<file path="src/rtl/assert_macros.svh">
// Assertion macros used by the top-level RTL file.
`ifndef ASSERT_MACROS_SVH
`define ASSERT_MACROS_SVH

// Same-cycle implication, checked on the rising edge of aclk outside reset.
`define CHK_IMPLY(label, ante, cons) \
    label: assert property (@(posedge aclk) disable iff (!aresetn) (ante) |-> (cons)) \
        else $error("implication check failed");

// Next-cycle implication, checked on the rising edge of aclk outside reset.
`define CHK_NEXT(label, ante, cons) \
    label: assert property (@(posedge aclk) disable iff (!aresetn) (ante) |=> (cons)) \
        else $error("next-cycle check failed");

`endif

</file>
<file path="src/rtl/mlp3_ram.sv">
// Generic single-write, single-read RAM with a registered read port.
module mlp3_ram #(
    parameter int WIDTH = 16,
    parameter int DEPTH = 64
) (
    input  logic                                  aclk,
    input  logic                                  we,
    input  logic [((DEPTH > 1) ? $clog2(DEPTH) : 1)-1:0] waddr,
    input  logic [WIDTH-1:0]                      wdata,
    input  logic [((DEPTH > 1) ? $clog2(DEPTH) : 1)-1:0] raddr,
    output logic [WIDTH-1:0]                      rd_data
);
    logic [WIDTH-1:0] mem [DEPTH];
    logic [WIDTH-1:0] rd_data_reg;

    // Write port and registered read port.
    always_ff @(posedge aclk) begin
        if (we) begin
            mem[waddr] <= wdata;
        end
        rd_data_reg <= mem[raddr];
    end

    assign rd_data = rd_data_reg;
endmodule

</file>
<file path="config.mk">
export PLATFORM = sky130hd
export DESIGN_NAME = mlp3_ram
export DESIGN_NICKNAME = d
export VERILOG_FILES = /design/src/rtl/assert_macros.svh /design/src/rtl/mlp3_ram.sv
export SDC_FILE = /design/constraint.sdc
export NUM_CORES = 1
export LEC_CHECK = 0
export BUFFER_PORTS_ARGS = -buffer_cell sky130_fd_sc_hd__buf_2
export CAP_MARGIN = 20
export CORE_MARGIN = 5
export CORE_UTILIZATION = 35
export CTS_BUF_LIST = sky130_fd_sc_hd__clkbuf_2 sky130_fd_sc_hd__clkbuf_4 sky130_fd_sc_hd__clkbuf_8
export DETAILED_ROUTE_END_ITERATION = 12
export PLACE_DENSITY = 0.5
export SYNTH_ARGS = -nofsm -noshare
export SYNTH_HDL_FRONTEND = slang
export SYNTH_SLANG_ARGS = --single-unit
</file>
<file path="constraint.sdc">
create_clock -name aclk -period 2.86 [get_ports aclk]
set_input_delay 0.572 -clock aclk [delete_from_list [all_inputs] [get_ports aclk]]
set_output_delay 0.572 -clock aclk [all_outputs]
set_load 0.01 [all_outputs]
</file>
==> impl_metrics.ini, run 1 <==
[timing]
drv_slew = 0
min_period_over_period_pct = 76.1
period_minus_slack_ns = 2.18
fmax_mhz = 460
worst_slew_pin_slew_ns = 1.07
clock-skew-final_ns = 0.0329
setup_tns_ns = 0
rsz0062_at_grt = false
setup_viol = 0
max-slew-margin-rel_pct = 27.6
hold_violations = 0

[worst_setup_path]
cp_top_family = flip-flops
end_kind = output port
crit_chain = buf_2
cp-start-kind = flip-flop
path_class = flip-flop to output port
path_depth = 1
required_ns = 2.29
reg2reg_slack_ns = 0.79
crit_arrival_ns = 1.60
regToRegStartpoint = mem[21][0]
rr_worst_depth = 7
r2r-end = rd_data[0]
crit_buf_inv = 1
worstPathMaxFanout = 1
max_stage_delay_ns = 0.57
crit_slowest_cell = dfxtp_1

[place]
dpl.cell_count = 3485
portBuffers = 45
place_congestion = 0.790
dp_hpwl_mm = 66.1

[grt]
met2_usage_pct = 27.9
antenna_found_initial = 17
grt.met1_usage_pct = 24.4
grt_max_degree = 65
busiest_layer = met2
overflow = 0
grt_pass1_vias = 20700
grt_pass1_wl_mm = 152
track_usage_pct = 17.3
use_met3_pct = 3.55

[synth]
synthesis.nets = 1859
ys_seq_elements = 1040
synth-edff-count = 1024
yosysSeqAreaShare_pct = 77.6
ys_warn_count = 0
async_flop_share_pct = 0
synth_top_area_share_pct = 76.8
ys_types = 43
yosys.area.top_type = edfxtp_1
postSynthAreaPerCell_um2 = 21.9
ys.flop_type = edfxtp_1
netlist_top_cells_area = edfxtp_1, mux4_2, mux2i_1
syn_area_mm2 = 0.0400
netlist_instances = 1829

[pwr]
power.density_mw_per_mm2 = 670
ir_drop_v = 0.000453
p_clk_share_pct = 40.4
swShare_pct = 21.8
seq_power_share_pct = 54.0
pwr-share-comb_pct = 5.6
intPower_mw = 24.5
p_switching_mw = 6.83
p_leak_nw = 15.0

[cts]
hold_buffers = 0
cts_setup_buffers = 0
root_buffer = clkbuf_8
cts_tree = yes
cts_buffers = 168
cts_buffer_depth = 3
clock_sinks = 1040
htree_levels = 4
clk_pin_slew_ns = 0.06
ctsResizeCount = 0
clock_latency_ns = 0.83

[worst_hold_path]
hold_depth = 1
holdPathEnd = mem[14][10]
min_from = wdata[10]
hp-class = primary input to flip-flop

[floorplanning]
die_w_um = 348
num_rows = 124
core-area_mm2 = 0.114
die-area_mm2 = 0.121
die_h_um = 348
ioPinCount = 46
initial_core_util_pct = 35.1

[routing]
ant_nets = 0
first_pass_iters = 5
wl_mm = 105
drtIter0Drc = 1756
routedWlPerCell_um = 27.7
routed-via-count = 19700
vias_per_cell = 5.19
drc = 0

[layout]
fill_cells = 10100
layout_commonest_cell = edfxtp_1
fin_cells = 3800
syn2layout_area_growth_pct = 16.7
nets = 2173
mostFrequentLayoutCells = edfxtp_1, mux4_2, clkbuf_8
final_layout_size_suffix_gt1_share_pct = 33.9
largest_register_ffs = 1024

[flow_run]
cap_violations = 0

[outcome]
status = completed
-- power groups by stage --
stage / registers (mW) / clock network, mW / logic (mW)
3_3_place_gp: 17.2 / 0 / 1.75
3_5_place_dp: 17.2 / 0 / 1.78
4_1_cts: 16.9 / 13.0 / 1.78
5_1_grt: 16.9 / 13.7 / 1.86
2_1_floorplan: 17.2 / 0 / 0.873
6_report: 16.9 / 12.7 / 1.74
-- synthesized netlist by cell type (3+ instances only) --
cell and instances:
a211o_1 8, a211oi_1 8, a21oi_1 17, a221o_1 6
a221oi_1 16, a22o_1 6, a22oi_1 39, a311oi_1 8
a31oi_1 8, a41oi_1 5, and4_1 5, buf_1 3
buf_12 5, buf_2 36, buf_4 13, buf_6 17
buf_8 3, clkbuf_1 24, dfxtp_1 16, edfxtp_1 1024
mux2_2 27, mux2i_1 85, mux4_1 4, mux4_2 220
nand2_1 59, nand2b_1 3, nand3_1 24, nand4_1 12
nor2_1 72, nor2b_1 30, nor4_2 3, o21ai_0 5
o21ai_1 3
-- final cells by class --
type	count	area [um2]	share of cell area, %
flip-flops and latches	1040	31100	66.5
multi-input cells	685	8250	17.7
clock buffers	248	2990	6.39
repair buffers	248	2160	4.63
well taps	1512	1890	4.05
clock inverters	57	342	0.731
diodes	10	25.0	0.0536
-- per-stage QoR --
step,area [um2],util [%],hold slack (ns),power [mW],worst slack [ns]
finish,46700,41.0,0.136,31.3,0.684
global route,46700,41.0,0.0926,32.5,0.579
CTS,46700,41.0,0.0636,31.7,0.612
detailed placement,43400,38.0,0.882,19.0,-0.0396
global placement,43400,38.0,0.876,19.0,-0.0452
floorplan,40000,-,0.671,18.1,0.253
-- kinds of logic after synthesis --
| family | Yosys count | synth area share, % |
|---|---|---|
| AND/OR/NAND/NOR | 220 | 2.65 |
| multiplexers | 336 | 15.5 |
| buffers and inverters | 104 | 1.83 |
| AO/OA/AOI/OAI | 129 | 2.41 |
| flip-flops | 1040 | 77.6 |
-- how the worst max path moves through the flow --
stage          slack, ns          end        start
3_5_place_dp       -0.04  rd_data[10]     raddr[2]
5_1_grt             0.58  rd_data[10]  rd_data[10]
4_1_cts             0.61  rd_data[10]  rd_data[10]
2_1_floorplan       0.25   mem[48][0]     waddr[3]
6_report            0.68  rd_data[10]  rd_data[10]
3_3_place_gp       -0.05  rd_data[10]     raddr[2]
-- routing by layer --
metal	vias to the layer above	part of all wire, %
li1	8353	-
met1	10600	43
met2	590	48
met3	153	6.5
met4	4	1.9
met5	-	0.031
Power figures use the tool's default switching activity.
==> run 2: changes to the inputs <==
- clock period: 2.86 -> 2.06 ns (I/O delays scaled with it)
==> run 2 against run 1 <==
  * Worst setup slack got worse by 0.64 ns
  * Combinational power increased by 49%
  * Sequential share of layout area shrank 2.1 points
  * Cell area grew 3.2%
  * Critical path depth is the same
  * Flip-flop and latch count stayed put
  * Non-clock buffer count up 87
  * Critical endpoint is now rd_data[5]
  * Largest cell class unchanged
  * Largest power group unchanged
  * Highest routed layer is now met4
==> impl_metrics.ini, run 2 (synthesis gave the netlist of run 1 again) <==
[outcome]
status = completed

[timing]
period_minus_slack_ns = 2.02
rsz0062_at_grt = false
worst_slew_pin_slew_ns = 0.865
setup_tns_ns = 0
setup_viol = 0
layout_setup_ws_ns = 0.0442
clock-skew-final_ns = 0.0439
fmax_mhz = 496
hold_violations = 0
max-slew-margin-rel_pct = 42.4
drv_slew = 0
min_period_over_period_pct = 97.9
hold_ws_ns = 0.0542

[layout]
final_area_mm2 = 0.0482
layout_commonest_cell = edfxtp_1
syn2layout_area_growth_pct = 20.5
multi_input_area_mm2 = 0.00831
fin_cells = 3892
final_core_util_pct = 42.3
nets = 2264
largest_register_ffs = 1024
mostFrequentLayoutCells = edfxtp_1, mux4_2, buf_4
ff_latch_area_mm2 = 0.0311
fill_cells = 9938
final_layout_size_suffix_gt1_share_pct = 37.5

[grt]
grt_pass1_vias = 21000
grt_max_degree = 65
track_usage_pct = 17.2
grt_pass1_wl_mm = 151
antenna_found_initial = 14
overflow = 0

[pwr]
power.total_mw = 44.2
power.density_mw_per_mm2 = 916
p_leak_nw = 15.7
ir_drop_v = 0.000506

[worst_hold_path]
hp-class = primary input to flip-flop
holdPathEnd = mem[48][15]
hold_depth = 2
min_from = wdata[15]

[routing]
wl_mm = 104
routed-via-count = 20000
routedWlPerCell_um = 26.8
drtIter0Drc = 2107
ant_nets = 0
vias_per_cell = 5.14
drc = 0
first_pass_iters = 6

[floorplanning]
ioPinCount = 46
initial_core_util_pct = 35.1
die-area_mm2 = 0.121
num_rows = 124
die_h_um = 348
core-area_mm2 = 0.114
die_w_um = 348

[worst_setup_path]
regToRegStartpoint = mem[30][10]
cp_top_family = flip-flops
cp-start-kind = flip-flop
rr_worst_depth = 5
r2r-end = rd_data[10]
end_kind = output port
required_ns = 1.65
max_stage_delay_ns = 0.56
crit_chain = buf_2
path_class = flip-flop to output port
crit_buf_inv = 1
crit_arrival_ns = 1.60
reg2reg_slack_ns = 0.06
setup.worst_path.start = rd_data[5]
crit_slowest_cell = dfxtp_1
worstPathMaxFanout = 1

[cts]
hold_buffers = 0
clk_pin_slew_ns = 0.06
cts_buffers = 172
htree_levels = 4
clock_latency_ns = 0.86
cts_buffer_depth = 3
clock_sinks = 1040
cts_setup_buffers = 0
root_buffer = clkbuf_8
cts_tree = yes

[place]
portBuffers = 45
place_congestion = 0.818
dpl.cell_count = 3572
pre_cts_ws_ns = -0.740
dp_hpwl_mm = 64.7
place_area_mm2 = 0.0448

[flow_run]
cap_violations = 0
-- run 2: changes by cell type in the layout (fill, tap and decap cells not counted), moves of 3 or more --
cell and change:
clkinvlp_4 -3, clkbuf_4 -12, buf_4 +32, clkbuf_8 -4, inv_12 +3, clkinv_2 +18
nor2_1 -21, buf_12 +55, nor2_2 +21, bufinv_16 +3, diode_2 -4, inv_8 +3
-- run 2: power breakdown --
group	total [mW]	internal, mW	switching [mW]
Sequential	23.5	23.4	0.0946
Combinational	2.59	1.07	1.52
Clock	18.0	9.81	8.24
-- run 2: layout make-up --
type,instances,share of cell area [%]
diodes,6,0.0311
multi-input cells,685,17.2
flip-flops and latches,1040,64.4
clock buffers,232,5.89
well taps,1512,3.92
clock inverters,82,1.24
repair buffers,335,7.27
-- run 2: what timing repair did --
action                     CTS  global route
pin swaps                    0             3
resized for setup            2             1
hold endpoints to repair     0             0
setup endpoints to repair    2             2
-- run 2: how the worst max path moves through the flow --
stage / end / slack [ns] / cells past startpoint
2_1_floorplan: mem[39][0] / -0.31 / 4
3_3_place_gp: rd_data[5] / -0.74 / 6
3_5_place_dp: rd_data[5] / -0.74 / 6
4_1_cts: rd_data[5] / 0.003 / 1
5_1_grt: rd_data[10] / 0.01 / 5
6_report: rd_data[5] / 0.04 / 1
-- run 2: routing by layer --
layer  vias up  track usage [%]  routed length, um
li1       8548                -                  -
met1     10700             24.5              46000
met2       646             27.3              49900
met3       133             3.17               6290
met4         0             4.74               2140
met5         -                0                  0
